`src/hw/rtl/avcc_pkg.sv`:
```
// Shared constants for the AVC configuration record to Annex-B converter.
// Parser mode and phase codes, start code and blob length limit.
// No dependencies.
package avcc_pkg;

  localparam logic [15:0] MAX_BLOB_BYTES = 16'hFFFF;

  localparam logic [1:0] MODE_IDLE   = 2'd0;
  localparam logic [1:0] MODE_PASS   = 2'd1;
  localparam logic [1:0] MODE_RECORD = 2'd2;
  localparam logic [1:0] MODE_HALT   = 2'd3;

  localparam logic [2:0] PH_HEADER  = 3'd0;
  localparam logic [2:0] PH_COUNT   = 3'd1;
  localparam logic [2:0] PH_LEN_HI  = 3'd2;
  localparam logic [2:0] PH_LEN_LO  = 3'd3;
  localparam logic [2:0] PH_PAYLOAD = 3'd4;

  localparam logic [7:0] HEADER_LAST_POS = 8'd4;
  localparam logic [7:0] SPS_COUNT_MASK  = 8'h1F;
  localparam logic [15:0] MIN_BLOB_BYTES   = 16'd4;
  localparam logic [15:0] MIN_RECORD_BYTES = 16'd7;
  localparam logic [7:0] RECORD_MARKER   = 8'd1;

  localparam logic [2:0] START_CODE_LEN = 3'd4;
  localparam logic [7:0] START_CODE_LAST = 8'h01;

  typedef logic [7:0]  byte_t;
  typedef logic [15:0] len_t;

endpackage

```
`src/hw/rtl/avcc_if.sv`:
```
// Valid/ready channel interfaces for the converter's byte input and output.
// Depends on avcc_pkg for payload types.
interface avcc_in_if;
  logic                 valid;
  logic                 ready;
  avcc_pkg::byte_t      data_byte;
  avcc_pkg::len_t       blob_length;
  logic                 blob_start;

  modport source (output valid, data_byte, blob_length, blob_start, input ready);
  modport sink   (input valid, data_byte, blob_length, blob_start, output ready);
endinterface

interface avcc_out_if;
  logic                 valid;
  logic                 ready;
  avcc_pkg::byte_t      out_byte;
  logic                 run_last;

  modport source (output valid, out_byte, run_last, input ready);
  modport sink   (input valid, out_byte, run_last, output ready);
endinterface

```
`src/hw/rtl/avcc_to_annexb_converter_core.sv`:
```
// Top level of the AVC configuration record to Annex-B converter.
// Depends on avcc_pkg and the channel interfaces in avcc_if.sv.
//
// Usage:
//   in_chan carries one extradata byte per transaction with the blob's total
//   length and a blob_start flag on the first byte of each blob.
//   out_chan carries Annex-B bytes; run_last marks the final byte produced by
//   one input byte (single bytes and the 01 of each start code).
//   An accepted byte is registered and appears on out_chan in the cycle after
//   its acceptance. Pass-through and payload bytes flow at one per cycle while
//   out_chan.ready stays high. A unit length byte that opens a unit yields a
//   four-byte start code, holding in_chan.ready low while the register drains.
//   in_chan.ready is high whenever the output register is empty or its last
//   pending byte is taken in the same cycle.
//   When the receiver stalls, the output register holds its byte and the
//   input stalls once the register is full; nothing is dropped.
//   Reset clears the parser to idle and empties the output register; bytes
//   before the first blob_start are ignored.
module avcc_to_annexb_converter_core (
  input  logic       clk,
  input  logic       rst_n,
  avcc_in_if.sink    in_chan,
  avcc_out_if.source out_chan
);
  import avcc_pkg::*;

  logic [1:0]  mode_r, mode_nxt;
  logic [15:0] pos_r, pos_nxt;
  logic [2:0]  phase_r, phase_nxt;
  logic        round_r, round_nxt;
  logic [7:0]  units_r, units_nxt;
  logic [7:0]  len_hi_r, len_hi_nxt;
  logic [15:0] left_r, left_nxt;
  logic [15:0] size_r, size_nxt;

  logic [2:0]  rem_r;
  logic        sc_r;
  logic [7:0]  byte_r;

  logic [2:0]  n_v;
  logic        sc_v;
  logic        in_acc;
  logic        out_acc;

  logic [15:0] len_c;
  logic [15:0] p;
  logic [7:0]  b;
  logic [15:0] ulen;
  logic [7:0]  units_dec;
  logic [7:0]  units_dec2;
  logic [15:0] left_dec;

  assign b        = in_chan.data_byte;
  assign in_acc   = in_chan.valid && in_chan.ready;
  assign out_acc  = out_chan.valid && out_chan.ready;
  assign in_chan.ready = (rem_r == 3'd0) || ((rem_r == 3'd1) && out_chan.ready);

  assign out_chan.valid    = (rem_r != 3'd0);
  assign out_chan.run_last = (rem_r == 3'd1);
  assign out_chan.out_byte = sc_r ? ((rem_r == 3'd1) ? START_CODE_LAST : 8'h00) : byte_r;

  always_comb begin
    mode_nxt   = mode_r;
    pos_nxt    = pos_r;
    phase_nxt  = phase_r;
    round_nxt  = round_r;
    units_nxt  = units_r;
    len_hi_nxt = len_hi_r;
    left_nxt   = left_r;
    size_nxt   = size_r;
    n_v        = 3'd0;
    sc_v       = 1'b0;
    len_c      = (in_chan.blob_length > MAX_BLOB_BYTES) ? MAX_BLOB_BYTES
                                                         : in_chan.blob_length;
    p          = 16'd0;
    ulen       = {len_hi_r, b};
    units_dec  = 8'd0;
    units_dec2 = 8'd0;
    left_dec   = 16'd0;

    if (in_chan.blob_start) begin
      size_nxt   = len_c;
      pos_nxt    = 16'd0;
      phase_nxt  = PH_HEADER;
      round_nxt  = 1'b0;
      units_nxt  = 8'd0;
      len_hi_nxt = 8'd0;
      left_nxt   = 16'd0;
      priority if (len_c < MIN_BLOB_BYTES) begin
        mode_nxt = MODE_HALT;
      end else if (b != RECORD_MARKER) begin
        mode_nxt = MODE_PASS;
      end else if (len_c < MIN_RECORD_BYTES) begin
        mode_nxt = MODE_HALT;
      end else begin
        mode_nxt = MODE_RECORD;
      end
    end

    if ((mode_nxt != MODE_IDLE) && (pos_nxt < size_nxt)) begin
      p       = pos_nxt;
      pos_nxt = pos_nxt + 16'd1;
      if (mode_nxt == MODE_PASS) begin
        n_v = 3'd1;
      end else if (mode_nxt == MODE_RECORD) begin
        unique case (phase_nxt)
          PH_HEADER: begin
            if (p >= {8'd0, HEADER_LAST_POS}) begin
              phase_nxt = PH_COUNT;
            end
          end
          PH_COUNT: begin
            units_nxt = round_nxt ? b : (b & SPS_COUNT_MASK);
            priority if (units_nxt != 8'd0) begin
              phase_nxt = PH_LEN_HI;
            end else if (!round_nxt) begin
              round_nxt = 1'b1;
            end else begin
              mode_nxt = MODE_HALT;
            end
          end
          PH_LEN_HI: begin
            if (({1'b0, p} + 17'd2) > {1'b0, size_nxt}) begin
              mode_nxt = MODE_HALT;
            end else begin
              len_hi_nxt = b;
              phase_nxt  = PH_LEN_LO;
            end
          end
          PH_LEN_LO: begin
            if (({2'b0, p} + 18'd1 + {2'b0, ulen}) > {2'b0, size_nxt}) begin
              mode_nxt = MODE_HALT;
            end else begin
              n_v      = START_CODE_LEN;
              sc_v     = 1'b1;
              left_nxt = ulen;
              if (ulen == 16'd0) begin
                units_dec = units_nxt - 8'd1;
                units_nxt = units_dec;
                priority if (units_dec != 8'd0) begin
                  phase_nxt = PH_LEN_HI;
                end else if (!round_nxt) begin
                  round_nxt = 1'b1;
                  phase_nxt = PH_COUNT;
                end else begin
                  mode_nxt = MODE_HALT;
                end
              end else begin
                phase_nxt = PH_PAYLOAD;
              end
            end
          end
          PH_PAYLOAD: begin
            n_v      = 3'd1;
            left_dec = left_nxt - 16'd1;
            left_nxt = left_dec;
            if (left_dec == 16'd0) begin
              units_dec2 = units_nxt - 8'd1;
              units_nxt  = units_dec2;
              priority if (units_dec2 != 8'd0) begin
                phase_nxt = PH_LEN_HI;
              end else if (!round_nxt) begin
                round_nxt = 1'b1;
                phase_nxt = PH_COUNT;
              end else begin
                mode_nxt = MODE_HALT;
              end
            end
          end
          default: begin
            mode_nxt = MODE_HALT;
          end
        endcase
      end
    end
  end

  always_ff @(posedge clk) begin
    if (!rst_n) begin
      mode_r   <= MODE_IDLE;
      pos_r    <= 16'd0;
      phase_r  <= PH_HEADER;
      round_r  <= 1'b0;
      units_r  <= 8'd0;
      len_hi_r <= 8'd0;
      left_r   <= 16'd0;
      size_r   <= 16'd0;
      rem_r    <= 3'd0;
      sc_r     <= 1'b0;
    end else begin
      if (in_acc) begin
        mode_r   <= mode_nxt;
        pos_r    <= pos_nxt;
        phase_r  <= phase_nxt;
        round_r  <= round_nxt;
        units_r  <= units_nxt;
        len_hi_r <= len_hi_nxt;
        left_r   <= left_nxt;
        size_r   <= size_nxt;
        rem_r    <= n_v;
        sc_r     <= sc_v;
      end else if (out_acc) begin
        rem_r <= rem_r - 3'd1;
      end
    end
  end

  always_ff @(posedge clk) begin
    if (in_acc) begin
      byte_r <= b;
    end
  end

`ifndef SYNTHESIS
  a_ready_only_when_draining: assert property (@(posedge clk) disable iff (!rst_n)
    in_chan.ready |-> (rem_r <= 3'd1))
    else $error("input taken while output register holds several bytes");

  a_idle_has_no_output: assert property (@(posedge clk) disable iff (!rst_n)
    (mode_r == MODE_IDLE) |-> (rem_r == 3'd0))
    else $error("output pending before any blob");

  a_pass_single_bytes: assert property (@(posedge clk) disable iff (!rst_n)
    (mode_r == MODE_PASS) |-> (!sc_r && (rem_r <= 3'd1)))
    else $error("start code produced in pass-through mode");

  a_start_code_loaded: assert property (@(posedge clk) disable iff (!rst_n)
    (in_acc && sc_v) |=> ((rem_r == START_CODE_LEN) && (out_chan.out_byte == 8'h00)))
    else $error("start code not loaded into output register");
`endif

endmodule

```
`src/flat_wrapper.sv`:
```
// flat-port wrapper written by rule: the top's interface ports become plain ports
module avcc_to_annexb_converter_core_flat import avcc_pkg::*;
  (clk, rst_n, in_chan_valid, in_chan_data_byte, in_chan_blob_length, in_chan_blob_start, in_chan_ready, out_chan_valid, out_chan_out_byte, out_chan_run_last, out_chan_ready);
  avcc_in_if in_chan_i ();
  avcc_out_if out_chan_i ();
  input  logic clk;
  input  logic rst_n;
  input wire logic [$bits(in_chan_i.valid)-1:0] in_chan_valid;
  input wire logic [$bits(in_chan_i.data_byte)-1:0] in_chan_data_byte;
  input wire logic [$bits(in_chan_i.blob_length)-1:0] in_chan_blob_length;
  input wire logic [$bits(in_chan_i.blob_start)-1:0] in_chan_blob_start;
  output wire logic [$bits(in_chan_i.ready)-1:0] in_chan_ready;
  output wire logic [$bits(out_chan_i.valid)-1:0] out_chan_valid;
  output wire logic [$bits(out_chan_i.out_byte)-1:0] out_chan_out_byte;
  output wire logic [$bits(out_chan_i.run_last)-1:0] out_chan_run_last;
  input wire logic [$bits(out_chan_i.ready)-1:0] out_chan_ready;
  assign in_chan_i.valid = in_chan_valid;
  assign in_chan_i.data_byte = in_chan_data_byte;
  assign in_chan_i.blob_length = in_chan_blob_length;
  assign in_chan_i.blob_start = in_chan_blob_start;
  assign in_chan_ready = in_chan_i.ready;
  assign out_chan_valid = out_chan_i.valid;
  assign out_chan_out_byte = out_chan_i.out_byte;
  assign out_chan_run_last = out_chan_i.run_last;
  assign out_chan_i.ready = out_chan_ready;
  avcc_to_annexb_converter_core u_core (.clk(clk), .rst_n(rst_n), .in_chan(in_chan_i), .out_chan(out_chan_i));
endmodule
```
`config.mk`:
```
export PLATFORM = sky130hd
export DESIGN_NAME = avcc_to_annexb_converter_core_flat
export DESIGN_NICKNAME = d
export VERILOG_FILES = /design/src/hw/rtl/avcc_pkg.sv /design/src/hw/rtl/avcc_if.sv /design/src/hw/rtl/avcc_to_annexb_converter_core.sv /design/src/flat_wrapper.sv
export SDC_FILE = /design/constraint.sdc
export NUM_CORES = 1
export LEC_CHECK = 0
export BUFFER_PORTS_ARGS = -buffer_cell sky130_fd_sc_hd__buf_2
export CORE_MARGIN = 8
export CORE_UTILIZATION = 30
export CTS_CLUSTER_SIZE = 20
export DETAILED_ROUTE_END_ITERATION = 8
export HOLD_SLACK_MARGIN = 0.05
export PLACE_DENSITY = 0.48
export SKIP_LAST_GASP = 1
export SLEW_MARGIN = 20
export SYNTH_ARGS = -nofsm -noshare
export SYNTH_HDL_FRONTEND = slang
export SYNTH_SLANG_ARGS = --single-unit
```
`constraint.sdc`:
```
create_clock -name clk -period 8.8 [get_ports clk]
set_clock_uncertainty 0.1 [all_clocks]
set_input_delay 1.76 -clock clk [delete_from_list [all_inputs] [get_ports clk]]
set_output_delay 1.76 -clock clk [all_outputs]
set_load 0.1 [all_outputs]
```
==> results of run 1 <==
==> cell usage in the layout, fill, tap and decap left out, drive strengths merged, types with 6 or more instances in the layout <==
master and instances:
and3 10, a221o 6, a22o 20, nor3 27, dfxtp 74, nand2 82
xnor2 25, a21oi 71, a31oi 12, nor4 16, clkbuf 9, xor2 18
nand3 31, nand2b 10, ha 75, and2 6, a21o 12, inv 31
a211oi 28, mux2i 21, a311oi 7, nor2b 30, or4 9, edfxtp 8
nor2 86, nand4 20, a22oi 13, o21ai 55, buf 48
==> kinds of logic after synthesis <==
| group | after synthesis | share of synthesized area [%] |
|---|---|---|
| compound gates | 282 | 25.9 |
| xor+xnor | 43 | 5.07 |
| fa+ha+maj | 76 | 12.9 |
| buf+inv | 82 | 4.57 |
| flops | 82 | 23.2 |
| mux | 26 | 3.59 |
| simple gates | 358 | 24.8 |
==> path summary, 6_finish.rpt <==
check                                        to  slack [ns]  depth (start not counted)
setup reg to reg  u_core.left_r[2]$_SDFFE_PN0P_        1.94                         24
hold reg to reg   u_core.size_r[0]$_SDFFE_PN0P_        0.35                          2
setup / recovery  u_core.left_r[2]$_SDFFE_PN0P_        0.66                         25
hold / removal    u_core.size_r[0]$_SDFFE_PN0P_        0.35                          2
==> flip-flops by register name, indices dropped and copies added (netlist names) <==
register         count
u_core.len_hi_r      8
u_core.left_r       16
u_core.mode_r        2
u_core.size_r       16
u_core.phase_r       3
u_core.round_r       1
u_core.sc_r          1
u_core.pos_r        16
u_core.rem_r         3
u_core.units_r       8
u_core.byte_r        8
==> layer usage <==
| metal | GRT usage [%] | vias to the layer above |
|---|---|---|
| met2 | 26.5 | 256 |
| met3 | 2.37 | 48 |
| li1 | - | 3595 |
| met5 | 0 | - |
| met4 | 7.04 | 0 |
| met1 | 22.9 | 3464 |
==> layout make-up <==
type                       instances  area [um^2]
antenna                            1         2.50
sequential                        82         1720
tap                              324          405
multi-input combinational        785         5360
clock buffer                       9          225
inverter                          31          116
clock inverter                     7         55.1
fill                            2586        16200
timing repair buffer              48          265
==> worst max-delay path, cell delays in order <==
cell and delay (ns):
buf_4 0.23, nor2b_1 0.32, ha_1 0.34, nand2_1 0.08
nor3_1 0.45, nand3_1 0.24, nand2_1 0.11, o21ai_0 0.09
ha_1 0.37, a21oi_1 0.20, o211ai_1 0.18, a21boi_0 0.36
o21ai_0 0.24, a21o_1 0.22, a21oi_1 0.17, xnor2_1 0.08
ha_1 0.32, nand4_1 0.11, nor2_1 0.17, nand4_1 0.21
and3_1 0.26, a211oi_1 0.54, nand2_1 0.32, nor3_1 0.70
a221o_2 0.27
==> power groups by stage <==
stage                     combinational, mW  sequential [mW]  clock [mW]
after floorplan                       0.500            0.458           0
after global placement                0.669            0.471           0
after detailed placement              0.668            0.471           0
after CTS                             0.670            0.463       0.383
after global routing                  0.724            0.470       0.397
final                                 0.670            0.464       0.373
==> stage by stage <==
step | cells | setup WS (ns)
after global placement | 1270 | 0.843
after detailed placement | 1270 | 0.396
after CTS | 1286 | 0.737
final | 1287 | 0.663
after global routing | 1287 | 0.103
after floorplan | 949 | 0.951
==> results.sh, run 1 <==
export IMPL_grt_ovfl_total=0
export IMPL_clk_path_buf_depth=2
export IMPL_final_antenna_net_count=0
export IMPL_async_reset_ff_share_pct=0
export IMPL_seqPwrFrac_pct=30.8
export IMPL_cts_sink_count=82
export IMPL_critPathLaunchType="primary input"
export IMPL_die_h_um=173
export IMPL_synth_edf_count=8
export IMPL_switching_share_pct=46.6
export IMPL_grt_first_pass_wirelength_um=40800
export IMPL_min_from="u_core.size_r[0]$_SDFFE_PN0P_"
export IMPL_wl_per_cell_um=20.2
export IMPL_fmax_mhz=123
export IMPL_relSlewSlack_pct=37.1
export IMPL_synth_seq_area_share_pct=23.2
export IMPL_outcome="finished clean"
export IMPL_critPathMaxFanout=30
export IMPL_grt_setup_unrepaired="no"
export IMPL_ys_ff_latch=82
export IMPL_period_needed_ns=8.14
export IMPL_clkTransAtPathRegs_ns=0.07
export IMPL_start_util_pct=30.5
export IMPL_power_mw=1.51
export IMPL_synth_nets=1054
export IMPL_synth_common_cells="84 x nor2_1, 82 x nand2_1, 75 x ha_1"
export IMPL_cp_end_kind="flop"
export IMPL_ctsHoldBuffers=0
export IMPL_routed_wl_met2_um=11500
export IMPL_drt_iter0_markers=609
export IMPL_cts_resized=0
export IMPL_synth_distinct_cells=81
export IMPL_synth_top_area_cell="dfxtp_1"
export IMPL_tightest_slew_ns=0.935
export IMPL_cts_root_buf="clkbuf_16"
export IMPL_period_share_pct=92.5
export IMPL_design_core_area_um2=24300
export IMPL_postPlaceCellArea_um2=7870
export IMPL_critPathKind="in -> reg"
export IMPL_track_usage_pct=16.9
export IMPL_drt_first_pass_iters=5
export IMPL_final_hold_violation_count=0
export IMPL_met3WireLength_um=1450
export IMPL_yosys_warnings=0
export IMPL_yosysMostFrequentCell="nor2_1"
export IMPL_p_leak_nw=3.32
export IMPL_slew_viol_final=0
export IMPL_fin_hold_ws_ns=0.355
export IMPL_syn_inst=949
export IMPL_dp_hpwl_um=19400
export IMPL_numCtsBuffers=9
export IMPL_timing_rr_start="u_core.pos_r[1]$_SDFFE_PN0P_"
export IMPL_final_layout_size_suffix_gt1_share_pct=8.94
export IMPL_crit_start="in_chan_blob_start"
export IMPL_yosys_top_cells_area="dfxtp_1 20%, ha_1 13%, a21oi_1 4.8%, nor2_1 4.2%, nand2_1 4.1%"
export IMPL_io_pins=40
export IMPL_die_width_um=173
export IMPL_cts_tree="done"
export IMPL_totalWireLength_um=26000
export IMPL_antenna_found_initial=1
export IMPL_post_route_drc_count=0
export IMPL_synth_avg_cell_area_um2=7.82
export IMPL_maxUsedRoutingLayer="met4"
export IMPL_syn_to_final_growth_pct=9.84
export IMPL_finalNetCount=1062
export IMPL_h_tree_depth=3
export IMPL_io_buffer_count=39
export IMPL_cts_setup_buffers=0
export IMPL_clock_latency_ns=0.35
export IMPL_hp_class="reg -> reg"
export IMPL_netlist_area_leader_share_pct=20.0
export IMPL_syn_cell_area_um2=7420
export IMPL_cp_arrival_ns=8.34
export IMPL_place_gp_congestion=0.905
export IMPL_met1_length_um=12200
export IMPL_p_sw_mw=0.702
export IMPL_power_density_nw_per_um2=185
export IMPL_fin_area_um2=8150
export IMPL_final_util_pct=33.5
export IMPL_fp_dieArea_um2=30000
export IMPL_drv_cap=0
export IMPL_combPwrFrac_pct=44.5
export IMPL_p_clk_share_pct=24.7
export IMPL_fp_row_count=57
export IMPL_grt_pass1_vias=6920
export IMPL_setup_viol=0
export IMPL_synth_flop_cell="dfxtp_1"
export IMPL_vias=7363
export IMPL_grt_max_degree=65
export IMPL_peakVddDrop_uv=248
export IMPL_critical_path_required_ns=9.00
export IMPL_vias_per_cell=5.72
export IMPL_fin_tns_setup_ns=0
export IMPL_p_int_mw=0.805
Power figures use the tool's default switching activity.
==> run 2, diff against run 1 <==
--- a/config.mk
+++ b/config.mk
@@ -7,11 +7,11 @@
 export LEC_CHECK = 0
 export BUFFER_PORTS_ARGS = -buffer_cell sky130_fd_sc_hd__buf_2
 export CORE_MARGIN = 8
-export CORE_UTILIZATION = 30
+export CORE_UTILIZATION = 58
 export CTS_CLUSTER_SIZE = 20
 export DETAILED_ROUTE_END_ITERATION = 8
 export HOLD_SLACK_MARGIN = 0.05
-export PLACE_DENSITY = 0.48
+export PLACE_DENSITY = 0.79
 export SKIP_LAST_GASP = 1
 export SLEW_MARGIN = 20
 export SYNTH_ARGS = -nofsm -noshare
==> results.sh, run 2 (same netlist as run 1, synthesis figures left out) <==
export IMPL_grt_met2_usage_pct=42.6
export IMPL_n_fill_cell=1126
export IMPL_diodes=0
export IMPL_h_tree_depth=3
export IMPL_rr_worst_depth=24
export IMPL_hold_depth=2
export IMPL_final_common_cell="nor2_1"
export IMPL_cts_resized=0
export IMPL_outcome="finished clean"
export IMPL_final_layout_size_suffix_gt1_share_pct=8.93
export IMPL_antenna_found_initial=0
export IMPL_vias_per_cell=6.77
export IMPL_io_buffer_count=39
export IMPL_peakVddDrop_uv=130
export IMPL_tightest_slew_ns=1.15
export IMPL_setup_viol=0
export IMPL_reg_top3="u_core.left_r x16, u_core.pos_r x16, u_core.size_r x16"
export IMPL_vias=7683
export IMPL_die_width_um=129
export IMPL_critPathKind="in -> reg"
export IMPL_period_share_pct=89.8
export IMPL_totalWireLength_um=24000
export IMPL_min_from="u_core.size_r[0]$_SDFFE_PN0P_"
export IMPL_slew_viol_final=0
export IMPL_cts_root_buf="clkbuf_16"
export IMPL_syn_to_final_growth_pct=7.47
export IMPL_drv_cap=0
export IMPL_cts_tree="done"
export IMPL_clkTransAtPathRegs_ns=0.06
export IMPL_seqCellArea_um2=1720
export IMPL_postPlaceCellArea_um2=7690
export IMPL_fmax_mhz=127
export IMPL_critPathLaunchType="primary input"
export IMPL_final_cell_mix="84 x nor2_1, 82 x nand2_1, 75 x ha_1, 74 x dfxtp_1, 71 x a21oi_1"
export IMPL_r2r_setup_slack_ns=2.22
export IMPL_power_mw=1.51
export IMPL_place_gp_congestion=1.01
export IMPL_grt_setup_unrepaired="no"
export IMPL_ctsHoldBuffers=0
export IMPL_clock_latency_ns=0.36
export IMPL_die_h_um=129
export IMPL_io_pins=40
export IMPL_grt_busiest_layer="met2"
export IMPL_grt_ovfl_total=0
export IMPL_cts_sink_count=82
export IMPL_grt_pass1_vias=6916
export IMPL_fp_dieArea_um2=16700
export IMPL_start_util_pct=59.1
export IMPL_critPathMaxFanout=16
export IMPL_finalNetCount=1063
export IMPL_clk_path_buf_depth=2
export IMPL_timing_rr_start="u_core.pos_r[1]$_SDFFE_PN0P_"
export IMPL_dp_hpwl_um=17900
export IMPL_design_core_area_um2=12600
export IMPL_drt_first_pass_iters=8
export IMPL_numCtsBuffers=9
export IMPL_cp_end_kind="flop"
export IMPL_grt_first_pass_wirelength_um=37700
export IMPL_fin_area_um2=7980
export IMPL_multi_input_area_um2=5360
export IMPL_wl_per_cell_um=21.2
export IMPL_hp_class="reg -> reg"
export IMPL_final_antenna_net_count=0
export IMPL_holdPathEnd="u_core.size_r[0]$_SDFFE_PN0P_"
export IMPL_drt_iter0_markers=986
export IMPL_cts_setup_buffers=0
export IMPL_critical_path_required_ns=9.00
export IMPL_power_density_nw_per_um2=190
export IMPL_post_route_drc_count=0
export IMPL_grt_max_degree=55
export IMPL_met3_usage_pct=5.34
export IMPL_fin_tns_setup_ns=0
export IMPL_grt_met1_usage_pct=39.4
export IMPL_rr_endpoint="u_core.left_r[2]$_SDFFE_PN0P_"
export IMPL_fin_hold_ws_ns=0.359
export IMPL_final_hold_violation_count=0
export IMPL_cp_arrival_ns=8.10
export IMPL_fp_row_count=41
export IMPL_p_leak_nw=3.33
export IMPL_track_usage_pct=28.8
export IMPL_period_needed_ns=7.90
export IMPL_relSlewSlack_pct=22.9
==> run 2: cell count changes in the layout (fill, tap and decap cells not counted), sizes merged <==
cell / change
diode: -1
inv: -1
buf: +1
clkbuf: +2
clkinv: -1
==> run 2: report_power, final <==
group / internal, mW / switching, mW
registers: 0.431 / 0.0342
logic: 0.179 / 0.487
clock network: 0.209 / 0.172
==> run 2: worst max path at each step <==
stage | cells past startpoint | endpoint | from
after global placement | 25 | u_core.left_r[2]$_SDFFE_PN0P_ | in_chan_blob_start
after detailed placement | 25 | u_core.left_r[2]$_SDFFE_PN0P_ | in_chan_blob_start
after global routing | 25 | u_core.left_r[2]$_SDFFE_PN0P_ | in_chan_blob_start
final | 25 | u_core.left_r[2]$_SDFFE_PN0P_ | in_chan_blob_start
after CTS | 25 | u_core.left_r[2]$_SDFFE_PN0P_ | in_chan_blob_start
after floorplan | 29 | u_core.units_r[1]$_SDFFE_PN0P_ | in_chan_blob_start
==> run 2: through the flow <==
step                      worst slack (ns)  std cells  util, %
after global routing                 0.407       1135     63.5
after floorplan                      0.951        949        -
after CTS                             1.10       1135     63.5
final                                0.902       1135     63.5
after detailed placement             0.745       1119     61.2
after global placement               0.937       1119     61.2
==> run 2: worst max-delay path: stages <==
cell	delay, ns
buf_2	0.25
nor2b_1	0.33
ha_1	0.33
nand2_1	0.08
nor3_1	0.45
nand3_1	0.23
nand2_1	0.11
o21ai_0	0.09
ha_1	0.38
nand2_1	0.11
o21ai_0	0.12
a31oi_1	0.28
o21ai_0	0.23
a31oi_1	0.35
mux2i_1	0.22
o2111ai_1	0.15
ha_1	0.32
nand2_1	0.05
nor2_1	0.17
nand4_1	0.19
and3_1	0.26
a211oi_1	0.45
nand2_1	0.30
nor3_1	0.61
a221o_2	0.26
==> run 2: cell type report <==
| class | count | area share [%] |
|---|---|---|
| clock buffers | 11 | 3.18 |
| well taps | 172 | 2.70 |
| repair buffers | 49 | 3.39 |
| flip-flops and latches | 82 | 21.6 |
| multi-input cells | 785 | 67.2 |
| clock inverters | 5 | 0.471 |
| inverters | 31 | 1.46 |
==> run 2: metal layers <==
layer / routed length, um / vias up
met5: 0 / -
met1: 10700 / 3560
met4: 1010 / 0
li1: - / 3593
met3: 2360 / 85
met2: 10000 / 445
==> run 3, diff against run 2 <==
--- a/config.mk
+++ b/config.mk
@@ -6,6 +6,7 @@
 export NUM_CORES = 1
 export LEC_CHECK = 0
 export BUFFER_PORTS_ARGS = -buffer_cell sky130_fd_sc_hd__buf_2
+export CORE_ASPECT_RATIO = 0.6
 export CORE_MARGIN = 8
 export CORE_UTILIZATION = 58
 export CTS_CLUSTER_SIZE = 20
==> results.sh, run 3 (same netlist as run 1, synthesis figures left out) <==
export IMPL_io_buffer_count=39
export IMPL_finalNonFillerCells=1137
export IMPL_place_gp_congestion=1.03
export IMPL_final_common_cell="nor2_1"
export IMPL_slowest_delay_ns=0.69
export IMPL_h_tree_depth=3
export IMPL_vias_per_cell=6.70
export IMPL_peakVddDrop_uv=199
export IMPL_die_h_um=104
export IMPL_cp_end_kind="flop"
export IMPL_finalNetCount=1067
export IMPL_setup_viol=0
export IMPL_power_density_nw_per_um2=191
export IMPL_grt_first_pass_wirelength_um=38200
export IMPL_clk_path_buf_depth=2
export IMPL_ctsHoldBuffers=0
export IMPL_wl_per_cell_um=21.4
export IMPL_slowest_stage="nor3_1"
export IMPL_fp_row_count=32
export IMPL_holdPathEnd="u_core.size_r[0]$_SDFFE_PN0P_"
export IMPL_slew_viol_final=0
export IMPL_min_from="u_core.size_r[0]$_SDFFE_PN0P_"
export IMPL_cts_root_buf="clkbuf_16"
export IMPL_fin_tns_setup_ns=0
export IMPL_grt_setup_unrepaired="no"
export IMPL_p_leak_nw=3.35
export IMPL_final_hold_violation_count=0
export IMPL_crit_buf_inv=1
export IMPL_clkTransAtPathRegs_ns=0.07
export IMPL_numCtsBuffers=9
export IMPL_io_pins=40
export IMPL_cts_sink_count=82
export IMPL_r2r_setup_slack_ns=1.91
export IMPL_period_share_pct=93.5
export IMPL_cts_resized=0
export IMPL_reg_top3="u_core.left_r x16, u_core.pos_r x16, u_core.size_r x16"
export IMPL_grt_max_degree=65
export IMPL_hp_class="reg -> reg"
export IMPL_timing_rr_start="u_core.pos_r[1]$_SDFFE_PN0P_"
export IMPL_cts_setup_buffers=0
export IMPL_grt_ovfl_total=0
export IMPL_clock_latency_ns=0.36
export IMPL_tightest_slew_ns=0.987
export IMPL_syn_to_final_growth_pct=7.79
export IMPL_vias=7623
export IMPL_rr_worst_depth=24
export IMPL_diodes=0
export IMPL_drv_cap=0
export IMPL_cts_tree="done"
export IMPL_critPathLaunchType="primary input"
export IMPL_die_width_um=162
export IMPL_start_util_pct=58.7
export IMPL_design_core_area_um2=12700
export IMPL_final_cell_mix="84 x nor2_1, 82 x nand2_1, 75 x ha_1, 74 x dfxtp_1, 71 x a21oi_1"
export IMPL_relSlewSlack_pct=34.0
export IMPL_fp_dieArea_um2=16800
export IMPL_track_usage_pct=28.3
export IMPL_critical_path_required_ns=8.99
export IMPL_period_needed_ns=8.23
export IMPL_drt_first_pass_iters=6
export IMPL_hold_depth=2
export IMPL_drt_iter0_markers=1078
export IMPL_fmax_mhz=121
export IMPL_cp_arrival_ns=8.43
export IMPL_crit_family="simple AND/OR/NAND/NOR gates"
export IMPL_critPathMaxFanout=19
export IMPL_outcome="finished clean"
export IMPL_final_antenna_net_count=0
export IMPL_final_layout_size_suffix_gt1_share_pct=9.41
export IMPL_critPathKind="in -> reg"
export IMPL_post_place_cells=1121
export IMPL_dp_hpwl_um=18500
export IMPL_antenna_found_initial=0
export IMPL_totalWireLength_um=24300
export IMPL_post_route_drc_count=0
export IMPL_rr_endpoint="u_core.left_r[2]$_SDFFE_PN0P_"
export IMPL_grt_pass1_vias=6732
==> run 3: final cells by class <==
type | count | area (um^2)
Sequential cell | 82 | 1720
Clock inverter | 6 | 48.8
Clock buffer | 10 | 239
Fill cell | 1146 | 4650
Multi-Input combinational cell | 785 | 5360
Inverter | 31 | 116
Timing Repair Buffer | 53 | 300
Tap cell | 170 | 213
==> run 3: metrics by stage <==
stage	setup slack, ns	utilization [%]	cell area, um^2	total power [mW]	hold slack, ns
final	0.569	63.2	8000	1.53	0.363
after floorplan	0.951	-	7420	0.958	0.334
after global placement	0.790	61.0	7710	1.13	0.343
after CTS	0.840	63.2	8000	1.51	0.364
after detailed placement	0.547	61.0	7710	1.13	0.355
after global routing	0.255	63.2	8000	1.60	0.399
==> run 3: layer usage <==
layer / global-route usage, % / wire length (um) / share of wire (%)
met5: 0 / 0 / 0
met4: 3.95 / 217 / 0.89
met3: 12.7 / 4000 / 16
met2: 34.7 / 8780 / 36
met1: 43.7 / 11300 / 46
==> run 3: worst max-delay path by stage <==
stage	startpoint	to	cells after the start
final	in_chan_blob_start	u_core.left_r[2]$_SDFFE_PN0P_	25
after global routing	in_chan_blob_start	u_core.left_r[2]$_SDFFE_PN0P_	25
after CTS	in_chan_blob_start	u_core.left_r[2]$_SDFFE_PN0P_	25
after detailed placement	in_chan_blob_start	u_core.left_r[2]$_SDFFE_PN0P_	25
after global placement	in_chan_blob_start	u_core.left_r[2]$_SDFFE_PN0P_	25
after floorplan	in_chan_blob_start	u_core.units_r[1]$_SDFFE_PN0P_	29
==> run 3: worst min-delay path, cell delays in order, from the launching register on <==
cell and delay (ns):
dfxtp_1 0.31, nand2_1 0.05, a21oi_1 0.06
==> run 3: where the power goes <==
group | internal [mW] | leakage (nW) | switching (mW)
Combinational | 0.183 | 2.54 | 0.501
Sequential | 0.431 | 0.676 | 0.0337
Clock | 0.202 | 0.132 | 0.179
